`src/rtl/qau_pkg.sv`:
```
`timescale 1ns / 1ps
// ----------------------------------------------------------------------------
// qau_pkg
// Types, constants and saturation helpers shared by the quaternion unit.
// ----------------------------------------------------------------------------
package qau_pkg;

  localparam int DATA_W    = 32;
  localparam int FRAC_BITS = 16;
  localparam int PROD_W    = 2 * DATA_W - FRAC_BITS;
  localparam int SUM_W     = PROD_W + 4;
  localparam int MAT_ROWS  = 4;
  localparam int ROW_W     = $clog2(MAT_ROWS);

  localparam logic [DATA_W-1:0]        ONE      = DATA_W'(1) << FRAC_BITS;
  localparam logic signed [SUM_W-1:0]  ONE_S    = SUM_W'(1) <<< FRAC_BITS;
  localparam logic [ROW_W-1:0]         LAST_ROW = ROW_W'(MAT_ROWS - 1);

  typedef enum logic [2:0] {
    OP_MUL  = 3'd0,
    OP_ROT  = 3'd1,
    OP_CONJ = 3'd2,
    OP_DOT  = 3'd3,
    OP_MAT  = 3'd4
  } op_e;

  // cross terms: xy-wz, xy+wz, xz-wy, xz+wy, yz-wx, yz+wx
  localparam logic [2:0] CR_SEL  [3][2] = '{'{3'd0, 3'd3}, '{3'd1, 3'd4}, '{3'd2, 3'd5}};
  localparam logic [1:0] VEC_SEL [3][2] = '{'{2'd1, 2'd2}, '{2'd0, 2'd2}, '{2'd0, 2'd1}};
  localparam logic [3:0] SQ_NEG  [3]    = '{4'b1100, 4'b1010, 4'b0110};

  typedef struct packed {
    logic [2:0]               op;
    logic signed [DATA_W-1:0] a_w;
    logic signed [DATA_W-1:0] a_x;
    logic signed [DATA_W-1:0] a_y;
    logic signed [DATA_W-1:0] a_z;
    logic signed [DATA_W-1:0] b_w;
    logic signed [DATA_W-1:0] b_x;
    logic signed [DATA_W-1:0] b_y;
    logic signed [DATA_W-1:0] b_z;
  } req_t;

  typedef struct packed {
    logic signed [DATA_W-1:0] r0;
    logic signed [DATA_W-1:0] r1;
    logic signed [DATA_W-1:0] r2;
    logic signed [DATA_W-1:0] r3;
    logic                     overflow;
    logic                     last;
  } res_t;

  typedef struct packed {
    logic [2:0]             op;
    logic [3:0][DATA_W-1:0] a;
    logic [2:0][DATA_W-1:0] vec;
  } s1_t;

  typedef struct packed {
    logic [2:0]                  op;
    logic [2:0][3:0][DATA_W-1:0] row;
    logic [2:0]                  row_ovf;
    logic [3:0][DATA_W-1:0]      sq;
    logic [5:0][DATA_W-1:0]      cr;
    logic [2:0][DATA_W-1:0]      vec;
    logic                        rot_ovf;
  } s2_t;

  typedef struct packed {
    logic              ovf;
    logic [DATA_W-1:0] v;
  } sat_t;

  function automatic logic signed [SUM_W-1:0] ext(input logic [PROD_W-1:0] p);
    return SUM_W'($signed(p));
  endfunction

  function automatic logic signed [SUM_W-1:0] ext_d(input logic [DATA_W-1:0] v);
    return SUM_W'($signed(v));
  endfunction

  function automatic sat_t sat32(input logic signed [SUM_W-1:0] s);
    sat_t r;
    logic fits;
    fits  = (&s[SUM_W-1:DATA_W-1]) || (~|s[SUM_W-1:DATA_W-1]);
    r.ovf = !fits;
    if (fits) begin
      r.v = s[DATA_W-1:0];
    end else if (s[SUM_W-1]) begin
      r.v = {1'b1, {(DATA_W-1){1'b0}}};
    end else begin
      r.v = {1'b0, {(DATA_W-1){1'b1}}};
    end
    return r;
  endfunction

endpackage

```
`src/rtl/qau_mul.sv`:
```
`timescale 1ns / 1ps
// ----------------------------------------------------------------------------
// qau_mul
// One multiplier lane: signed product, scaled down by the fraction bits with
// rounding toward minus infinity, and registered.
// ----------------------------------------------------------------------------
module qau_mul
  import qau_pkg::*;
(
  input  logic                     clk_i,
  input  logic                     en_i,
  input  logic signed [DATA_W-1:0] a_i,
  input  logic signed [DATA_W-1:0] b_i,
  output logic [PROD_W-1:0]        p_o
);

  logic signed [2*DATA_W-1:0] full;
  logic [PROD_W-1:0]          p_d;
  logic [PROD_W-1:0]          p_q;

  assign full = a_i * b_i;
  assign p_d  = full[2*DATA_W-1:FRAC_BITS];

  always_ff @(posedge clk_i) begin
    if (en_i) begin
      p_q <= p_d;
    end
  end

  assign p_o = p_q;

endmodule

```
`config.mk`:
```
export PLATFORM = sky130hd
export DESIGN_NAME = qau_mul
export DESIGN_NICKNAME = d
export VERILOG_FILES = /design/src/rtl/qau_pkg.sv /design/src/rtl/qau_mul.sv
export SDC_FILE = /design/constraint.sdc
export NUM_CORES = 2
export LEC_CHECK = 0
export ABC_AREA = 1
export BUFFER_PORTS_ARGS = -buffer_cell sky130_fd_sc_hd__buf_2
export CAP_MARGIN = 15
export CORE_ASPECT_RATIO = 1.25
export CORE_MARGIN = 2
export CORE_UTILIZATION = 45
export DETAILED_ROUTE_END_ITERATION = 12
export SETUP_SLACK_MARGIN = 0.02
export SLEW_MARGIN = 15
export SYNTH_ARGS = -nofsm -noshare
export SYNTH_HDL_FRONTEND = slang
export SYNTH_SLANG_ARGS = --single-unit
```
`constraint.sdc`:
```
create_clock -name clk_i -period 18 [get_ports clk_i]
set_input_delay 0.9 -clock clk_i [delete_from_list [all_inputs] [get_ports clk_i]]
set_output_delay 0.9 -clock clk_i [all_outputs]
set_load 0.01 [all_outputs]
```
==> key figures <==
Run status
  • Outcome: finished, final reports clean

Yosys
  • Synthesized cell area: just under 0.04 mm²
  • Largest area contributor in the netlist: fa_1
  • Synth cell types: 29
  • Synthesized area per cell: about 8 µm²
  • Cells after Synth: a little under 5,000
  • Net count after synthesis: ~6,300
  • Top_reg_cell synth: edfxtp_1
  • Top cells by area, synth: fa_1, inv_1, nand2_1
  • Seq/Total Area, Yosys: 0.0364
  • Synth async-reset ratio: 0
  • Post-synth EDFFs: 48
  • #FFs+latches synth: 48
  • Synth top area share: 0.547
  • YS warnings: 0

Clock tree
  • Clock-pin slew on the worst setup and hold paths: 70 ps
  • Clock sinks: between 40 and 50
  • Cts bufs inserted: 5
  • Cts repair resizes: 0
  • Post-CTS Hold Buffers: 0
  • H-tree depth: 2
  • CTS tree: done
  • Root buffer cell: clkbuf_16
  • Longest Clk Path Bufs: 2
  • Post-CTS Setup Inserts: 0

Timing
  • Least-Margin Pin Slew: between 900 and 1000 ps
  • Final hold vios: 0
  • # setup viols final: 0
  • RSZ-0062 raised after global routing: no
  • Slew Limit Fails: 0
  • Maximum operating frequency: about 120 MHz
  • Final min period: between 8000 and 9000 ps
  • Final period util: 0.483
  • Slew headroom: 0.341
  • Aggregate negative setup slack: 0 ps

Placement
  • Hpwl dp: ~95,000 µm
  • Placed instance count: about 6,000
  • Placed Area: around 0.041 mm²
  • Input/output buffers: ~110
  • RePlAce Congestion: roughly 0.94

Worst setup path
  • Top cell by count, worst path: fa_1
  • CP max-delay cell: fa_1
  • Largest stage delay on the critical path: just over 1000 ps
  • CP Launch Type: primary input
  • Req. time, crit path: roughly 18,000 ps
  • Crit. End Element: flip-flop
  • Crit Path Class: primary input to flip-flop
  • Critical path peak fanout: 32
  • Data arrival time of the critical path: 8760 ps

Routing
  • Post-route DRC: 0
  • Post-Route WL: about 110,000 µm
  • Initial DRT Pass Iterations: 7
  • Vias: between 20,000 and 30,000
  • Via-per-instance ratio: approximately 5
  • Initial DRC Count: between 1,500 and 2,000
  • Antenna-violating nets left: 0
  • Avg WL per Cell: 18.6 µm

Floorplanning
  • Initial core utilization: 0.455
  • Row cnt: 121
  • Die Ht: between 300 and 400 µm
  • Die ar.: between 0.09 and 0.1 mm²
  • Die X: around 270 µm
  • Number of I/O pins: about 110
  • Core region area: between 0.08 and 0.09 mm²

Global route
  • Pin count of the biggest net entering global routing: between 40 and 50
  • Grt total ovfl: 0
  • Initial antenna violation count: 13
  • Vias in the first global route: 32,890
  • Total GRT Usage: 0.264
  • Global-route wire length before repair: approximately 180,000 µm

Layout
  • Max reg flops: 48
  • Share of layout cells above drive strength 1: 0.0319
  • Commonest non-fill, non-tap cell in the layout: inv_1
  • Layout Nets: between 6,000 and 7,000
  • Final instance area: between 0.04 and 0.05 mm²
  • Final non-filler cell total: 6,074
  • Most frequent cells in the layout: inv_1, nand2_1, fa_1
  • Synth-to-Final Area Change: 4.02%

Flow run
  • Max-Cap Viols: 0

Hold path
  • HP Start: en_i
  • Hold EP: p_o[18]
  • Hold depth: 2
  • HP Class: primary input to flip-flop
[cells in the mapped netlist (4+ instances only)]
| cell type | count |
|---|---|
| ha_1 | 180 |
| nand4_1 | 11 |
| clkbuf_1 | 191 |
| nand2_1 | 1394 |
| or2_2 | 8 |
| o21bai_1 | 12 |
| nand3_1 | 47 |
| nand2_2 | 4 |
| inv_1 | 1633 |
| xnor2_1 | 8 |
| nor2_1 | 160 |
| xor2_1 | 25 |
| nor3_1 | 9 |
| fa_1 | 1081 |
| edfxtp_1 | 48 |
| o21ai_0 | 38 |
| a21oi_1 | 81 |
[layout make-up]
class | count | area (µm²)
Fill cell | 8732 | 45900
Tap cell | 1168 | 1460
Sequential cell | 48 | 1440
Clock inverter | 3 | 17.5
Multi-Input combinational cell | 3077 | 31300
Inverter | 1635 | 6140
Timing Repair Buffer | 129 | 686
Antenna cell | 9 | 22.5
Clock buffer | 5 | 125
[metrics by stage]
step / worst slack (ps) / util / hold slack, ps
after floorplan: 10300 / - / 1010
after global placement: 9120 / 0.471 / 1330
after detailed placement: 8960 / 0.471 / 1320
after CTS: 9250 / 0.473 / 1290
after global routing: 8740 / 0.473 / 1310
final: 9310 / 0.473 / 1270
[kinds of logic after synthesis]
kind of cell	synth area share
simple gates	0.161
flops	0.0364
buf+inv	0.173
compound gates	0.0186
fa+ha+maj	0.604
xor+xnor	0.00730
[layer usage]
| layer | vias up | GRT usage | share of wire |
|---|---|---|---|
| li1 | 13420 | - | - |
| met2 | 862 | 0.464 | 0.51 |
| met4 | 4 | 0.0818 | 0.030 |
| met5 | - | 0 | 0.00027 |
| met3 | 165 | 0.0310 | 0.055 |
| met1 | 15323 | 0.340 | 0.41 |
[worst max path at each step]
stage | from | endpoint | cells past startpoint
floorplan | a_i[31] | p_o[47] | 27
global placement | a_i[31] | p_o[36] | 25
detailed placement | a_i[31] | p_o[36] | 25
CTS | a_i[31] | p_o[36] | 25
global route | a_i[31] | p_o[36] | 27
finish | a_i[31] | p_o[36] | 25
[worst max-delay path: cells and delay by family]
kind	cells	cell delay, ps
simple gates	9	1260
buf+inv	7	1330
fa+ha+maj	9	5270
Power is left out: the tool's default activity adds up to more than one toggle a clock period on the data nets, which glitch-free logic cannot reach.
