File: src/rtl/qau_pkg.sv
`timescale 1ns / 1ps
// ----------------------------------------------------------------------------
// qau_pkg
// Types, constants and saturation helpers shared by the quaternion unit.
// ----------------------------------------------------------------------------
package qau_pkg;

  localparam int DATA_W    = 32;
  localparam int FRAC_BITS = 16;
  localparam int PROD_W    = 2 * DATA_W - FRAC_BITS;
  localparam int SUM_W     = PROD_W + 4;
  localparam int MAT_ROWS  = 4;
  localparam int ROW_W     = $clog2(MAT_ROWS);

  localparam logic [DATA_W-1:0]        ONE      = DATA_W'(1) << FRAC_BITS;
  localparam logic signed [SUM_W-1:0]  ONE_S    = SUM_W'(1) <<< FRAC_BITS;
  localparam logic [ROW_W-1:0]         LAST_ROW = ROW_W'(MAT_ROWS - 1);

  typedef enum logic [2:0] {
    OP_MUL  = 3'd0,
    OP_ROT  = 3'd1,
    OP_CONJ = 3'd2,
    OP_DOT  = 3'd3,
    OP_MAT  = 3'd4
  } op_e;

  // cross terms: xy-wz, xy+wz, xz-wy, xz+wy, yz-wx, yz+wx
  localparam logic [2:0] CR_SEL  [3][2] = '{'{3'd0, 3'd3}, '{3'd1, 3'd4}, '{3'd2, 3'd5}};
  localparam logic [1:0] VEC_SEL [3][2] = '{'{2'd1, 2'd2}, '{2'd0, 2'd2}, '{2'd0, 2'd1}};
  localparam logic [3:0] SQ_NEG  [3]    = '{4'b1100, 4'b1010, 4'b0110};

  typedef struct packed {
    logic [2:0]               op;
    logic signed [DATA_W-1:0] a_w;
    logic signed [DATA_W-1:0] a_x;
    logic signed [DATA_W-1:0] a_y;
    logic signed [DATA_W-1:0] a_z;
    logic signed [DATA_W-1:0] b_w;
    logic signed [DATA_W-1:0] b_x;
    logic signed [DATA_W-1:0] b_y;
    logic signed [DATA_W-1:0] b_z;
  } req_t;

  typedef struct packed {
    logic signed [DATA_W-1:0] r0;
    logic signed [DATA_W-1:0] r1;
    logic signed [DATA_W-1:0] r2;
    logic signed [DATA_W-1:0] r3;
    logic                     overflow;
    logic                     last;
  } res_t;

  typedef struct packed {
    logic [2:0]             op;
    logic [3:0][DATA_W-1:0] a;
    logic [2:0][DATA_W-1:0] vec;
  } s1_t;

  typedef struct packed {
    logic [2:0]                  op;
    logic [2:0][3:0][DATA_W-1:0] row;
    logic [2:0]                  row_ovf;
    logic [3:0][DATA_W-1:0]      sq;
    logic [5:0][DATA_W-1:0]      cr;
    logic [2:0][DATA_W-1:0]      vec;
    logic                        rot_ovf;
  } s2_t;

  typedef struct packed {
    logic              ovf;
    logic [DATA_W-1:0] v;
  } sat_t;

  function automatic logic signed [SUM_W-1:0] ext(input logic [PROD_W-1:0] p);
    return SUM_W'($signed(p));
  endfunction

  function automatic logic signed [SUM_W-1:0] ext_d(input logic [DATA_W-1:0] v);
    return SUM_W'($signed(v));
  endfunction

  function automatic sat_t sat32(input logic signed [SUM_W-1:0] s);
    sat_t r;
    logic fits;
    fits  = (&s[SUM_W-1:DATA_W-1]) || (~|s[SUM_W-1:DATA_W-1]);
    r.ovf = !fits;
    if (fits) begin
      r.v = s[DATA_W-1:0];
    end else if (s[SUM_W-1]) begin
      r.v = {1'b1, {(DATA_W-1){1'b0}}};
    end else begin
      r.v = {1'b0, {(DATA_W-1){1'b1}}};
    end
    return r;
  endfunction

endpackage

File: src/rtl/qau_out.sv
`timescale 1ns / 1ps
// ----------------------------------------------------------------------------
// qau_out
// Sum the rotation lane products, then hold result rows and hand them out one
// item at a time; a matrix item drains four rows.
// ----------------------------------------------------------------------------
module qau_out
  import qau_pkg::*;
(
  input  logic                         clk_i,
  input  logic                         rst_ni,
  input  logic                         load_i,
  input  s2_t                          s3_i,
  input  logic [2:0][5:0][PROD_W-1:0]  q_i,
  output logic                         take_o,
  output logic                         out_valid_o,
  input  logic                         out_stall_i,
  output res_t                         out_o
);

  logic                        valid_d, valid_q;
  logic                        mat_d, mat_q;
  logic [ROW_W-1:0]            cnt_d, cnt_q;
  logic [2:0][3:0][DATA_W-1:0] rows_d, rows_q;
  logic [2:0]                  ovf_d, ovf_q;
  logic                        last;
  sat_t                        rs [3];

  always_comb begin
    logic signed [SUM_W-1:0] acc;
    for (int r = 0; r < 3; r++) begin
      acc = (ext(q_i[r][4]) + ext(q_i[r][5])) <<< 1;
      for (int k = 0; k < 4; k++) begin
        if (SQ_NEG[r][k]) begin
          acc = acc - ext(q_i[r][k]);
        end else begin
          acc = acc + ext(q_i[r][k]);
        end
      end
      rs[r] = sat32(acc);
    end
  end

  assign last   = !mat_q || (cnt_q == LAST_ROW);
  assign take_o = !valid_q || (!out_stall_i && last);

  always_comb begin
    valid_d = valid_q;
    mat_d   = mat_q;
    cnt_d   = cnt_q;
    rows_d  = rows_q;
    ovf_d   = ovf_q;
    if (take_o) begin
      valid_d = load_i;
      mat_d   = load_i && (s3_i.op == OP_MAT);
      cnt_d   = '0;
      if (s3_i.op == OP_ROT) begin
        rows_d      = '0;
        ovf_d       = '0;
        for (int k = 0; k < 3; k++) begin
          rows_d[0][k] = rs[k].v;
        end
        ovf_d[0] = s3_i.rot_ovf | rs[0].ovf | rs[1].ovf | rs[2].ovf;
      end else begin
        rows_d = s3_i.row;
        ovf_d  = s3_i.row_ovf;
      end
    end else if (valid_q && !out_stall_i) begin
      cnt_d = cnt_q + ROW_W'(1);
    end
  end

  always_ff @(posedge clk_i or negedge rst_ni) begin
    if (!rst_ni) begin
      valid_q <= 1'b0;
      mat_q   <= 1'b0;
      cnt_q   <= '0;
    end else begin
      valid_q <= valid_d;
      mat_q   <= mat_d;
      cnt_q   <= cnt_d;
    end
  end

  always_ff @(posedge clk_i) begin
    rows_q <= rows_d;
    ovf_q  <= ovf_d;
  end

  always_comb begin
    out_o      = '0;
    out_o.last = last;
    if (mat_q && cnt_q == LAST_ROW) begin
      out_o.r3 = ONE;
    end else begin
      out_o.r1       = rows_q[cnt_q][1];
      out_o.r2       = rows_q[cnt_q][2];
      out_o.r3       = rows_q[cnt_q][3];
      out_o.r0       = rows_q[cnt_q][0];
      out_o.overflow = ovf_q[cnt_q];
    end
  end

  assign out_valid_o = valid_q;

  a_single_row: assert property (@(posedge clk_i) disable iff (!rst_ni)
    valid_q && !mat_q |-> cnt_q == '0)
    else $error("non-matrix item advanced its row counter");

  a_row_step: assert property (@(posedge clk_i) disable iff (!rst_ni)
    valid_q && !out_stall_i && !last |=> valid_q && cnt_q == $past(cnt_q) + ROW_W'(1))
    else $error("matrix rows did not advance in order");

  a_mat_tail: assert property (@(posedge clk_i) disable iff (!rst_ni)
    valid_q && mat_q && cnt_q == LAST_ROW |-> out_o.last && !out_o.overflow)
    else $error("matrix tail row malformed");

endmodule

File: config.mk
export PLATFORM = sky130hd
export DESIGN_NAME = qau_out
export DESIGN_NICKNAME = d
export VERILOG_FILES = /design/src/rtl/qau_pkg.sv /design/src/rtl/qau_out.sv
export SDC_FILE = /design/constraint.sdc
export NUM_CORES = 2
export LEC_CHECK = 0
export ABC_AREA = 1
export BUFFER_PORTS_ARGS = -buffer_cell sky130_fd_sc_hd__buf_2
export CAP_MARGIN = 25
export CORE_AREA = 4 4 702 704
export CTS_CLUSTER_SIZE = 14
export DETAILED_ROUTE_END_ITERATION = 8
export DIE_AREA = 0 0 706 708
export PLACE_DENSITY = 0.33
export SYNTH_ARGS = -nofsm -noshare
export SYNTH_HDL_FRONTEND = slang
export SYNTH_SLANG_ARGS = --single-unit
export TNS_END_PERCENT = 20
File: constraint.sdc
create_clock -name clk_i -period 52 [get_ports clk_i]
set_input_delay 10.4 -clock clk_i [delete_from_list [all_inputs] [get_ports clk_i]]
set_output_delay 10.4 -clock clk_i [all_outputs]
set_load 0.02 [all_outputs]
==> results_dict.tcl <==
set metrics [dict create \
    cts_buffer_depth 4 \
    critPathLaunchType "primary input" \
    yosysSeqAreaShare 0.2249 \
    grt_max_degree 90 \
    rsz0062_at_grt "no" \
    ant_nets 0 \
    cap_violations 0 \
    placementRows 256 \
    hpwl_um 339500 \
    gp_congestion 0.8817 \
    grt_overflow_total 0 \
    tightest_slew_ns 1.099 \
    powerDensity_mw_per_mm2 56.34 \
    drc 0 \
    fin_worst_skew_ns 0.07895 \
    clkLatencyLatePin_ns 0.77 \
    yosys_most_used_dff "edfxtp_1" \
    route.detailed.wl_per_inst_um 24.32 \
    nets 11290 \
    r2r_slack_ns 47.74 \
    netlist_area_mm2 0.05211 \
    path_clk_slew_ns 0.05 \
    worstHoldStart "mat_q$_DFFE_PN0P_" \
    fmax_mhz 46.61 \
    status "finished clean" \
    netlist_top_cells_area "edfxtp_1 22%, fa_1 17%, nand2_1 13%" \
    slew_viol_final 0 \
    yosysWarnings 0 \
    pin_count 1807 \
    core_mm2 0.4859 \
    cts_tree "done" \
    viasPerCell 3.489 \
    n_fill_cell 56980 \
    seqCellArea_mm2 0.01173 \
    postCtsHoldBufs 0 \
    reg2regPathDepth 7 \
    cts_sinks 391 \
    die_area_mm2 0.4998 \
    drtPass1Iterations 6 \
    arrival_ns 11.05 \
    area_growth_pct 32.83 \
    vias 54020 \
    layout_setup_ws_ns 30.55 \
    hold_depth 2 \
    synth_edf_count 387 \
    async_flop_share 0.01023 \
    synth_top_area_share 0.2230 \
    synth_common_cells "1,811 x nand2_1, 1,660 x inv_1, 1,115 x nor2_1, 482 x a21oi_1, 441 x fa_1" \
    ys_ff_latch 391 \
    setup-tns-final_ns 0 \
    post-cts-setup-buffers 0 \
    slew_headroom 0.2617 \
    leakage_nw 33.16 \
    reg2reg_from "cnt_q[1]$_DFFE_PN0P_" \
    synth_area_per_cell_um2 6.949 \
    fin_crit_sh 0.4126 \
    min_period_ns 21.45 \
    drt_iter0_drc 3266 \
    timing.rr.end "rows_q[311]$_SDFFCE_PN0P_" \
    grt_pass1_wl_um 489900 \
    syn_inst 7499 \
    first_global_vias 54990 \
    pre_cts_ws_ns 30.43 \
    end_kind "primary output" \
    hold_end "mat_q$_DFFE_PN0P_" \
    peakVddDrop_v 0.00002593 \
    synth_top_area_cell "edfxtp_1" \
    start_util 0.1072 \
    dieWidth_um 706 \
    yosysMostFrequentCell "nand2_1" \
    drive_above_1_share 0.1822 \
    required_ns 41.60 \
    setup_viol 0 \
    fp.dieH_um 708 \
    worst-path-max-fanout 3 \
    ys_types 47 \
    post_cts_resized 0 \
    syn-num-nets 9916 \
    hold_viol_final 0 \
    antenna_found_initial 245 \
    wl_um 376600 \
    critical_path_class "primary input to primary output" \
    grt_usage 0.1449 \
    io_buffers 1390 \
    hp-class "flip-flop to flip-flop" \
    multi_input_comb_area_mm2 0.03354 \
    cts_buffers 70 \
    htreeDepth 3 \
    cts_root_buffer "clkbuf_16" \
]
## state kept, by name, indices dropped and copies added (netlist names)
name         count
rows_q         384
ovf_q            3
cnt_q            2
mat_q            1
out_valid_o      1
## stage by stage
step	total power, mW	instances	cell area, µm²	hold slack (ns)	utilization
2_1_floorplan	2.344	7499	52110	0.5404	-
3_3_place_gp	3.552	15240	66860	0.5782	0.1376
3_5_place_dp	3.544	15250	66870	0.5800	0.1376
6_report	3.900	15490	69220	0.5966	0.1425
4_1_cts	4.019	15360	68910	0.5951	0.1418
5_1_grt	4.296	15410	69030	0.6461	0.1421
## worst max path at each step
| stage | startpoint | to | slack (ns) | cells after the start |
|---|---|---|---|---|
| 2_1_floorplan | out_stall_i | take_o | 2.96 | 1 |
| 3_3_place_gp | out_stall_i | take_o | 30.42 | 3 |
| 3_5_place_dp | out_stall_i | take_o | 30.43 | 3 |
| 4_1_cts | out_stall_i | take_o | 30.43 | 3 |
| 5_1_grt | out_stall_i | take_o | 30.44 | 3 |
| 6_report | out_stall_i | take_o | 30.55 | 3 |
## logic make-up (layout without fill, tap and decap cells)
| kind of cell | after synthesis | in the layout | share of synthesized area |
|---|---|---|---|
| buffers and inverters | 1798 | 3209 | 0.1320 |
| AND/OR/NAND/NOR | 3359 | 3359 | 0.2588 |
| other | 0 | 125 | 0 |
| AO/OA/AOI/OAI | 981 | 981 | 0.1043 |
| adder cells (fa/ha/maj) | 742 | 742 | 0.2417 |
| flip-flops | 391 | 391 | 0.2249 |
| XOR/XNOR | 228 | 228 | 0.03832 |
## per-layer routing
| layer | GRT usage | routed length [µm] | up-vias |
|---|---|---|---|
| li1 | - | - | 26090 |
| met3 | 0.04015 | 28950 | 428 |
| met2 | 0.2483 | 178600 | 1614 |
| met4 | 0.02757 | 8876 | 64 |
| met5 | 0 | 407 | - |
| met1 | 0.1812 | 159800 | 25830 |
## worst max-delay path: stages
cell	delay, ns
buf_2	0.13
a21boi_4	0.28
buf_2	0.24
## report_power, final
group	internal [mW]	total [mW]	leakage (nW)	switching (mW)
registers	0.467	0.502	3.71	0.0352
logic	0.832	2.96	28.5	2.12
clock network	0.258	0.442	0.989	0.184
total	1.56	3.90	33.2	2.34
## area by class of cell
cell class                      instances  share of cell area
Clock inverter                         28            0.002928
Tap cell                             6450              0.1166
Antenna cell                          125            0.004519
Sequential cell                       391              0.1694
Timing Repair Buffer                 1430              0.1050
Inverter                             1665             0.09061
Multi-Input combinational cell       5310              0.4845
Clock buffer                           86             0.02648
## layout by cell type (no fill, tap or decap), drive strengths merged, types with 12 or more instances in the layout
master and n:
nand3b 17, ha 301, a31oi 114, xnor2 94, o21a 15, xor2 134
nor4 14, inv 1669, and2 12, nand3 217, clkbuf 86, o21ai 261
nand4 78, nor2 1144, edfxtp 387, o21bai 17, nand2 1826, buf 1430
a21oi 513, a21boi 20, clkinv 19, nor3 45, diode 125, fa 441
(Power assumes the default switching activity.)
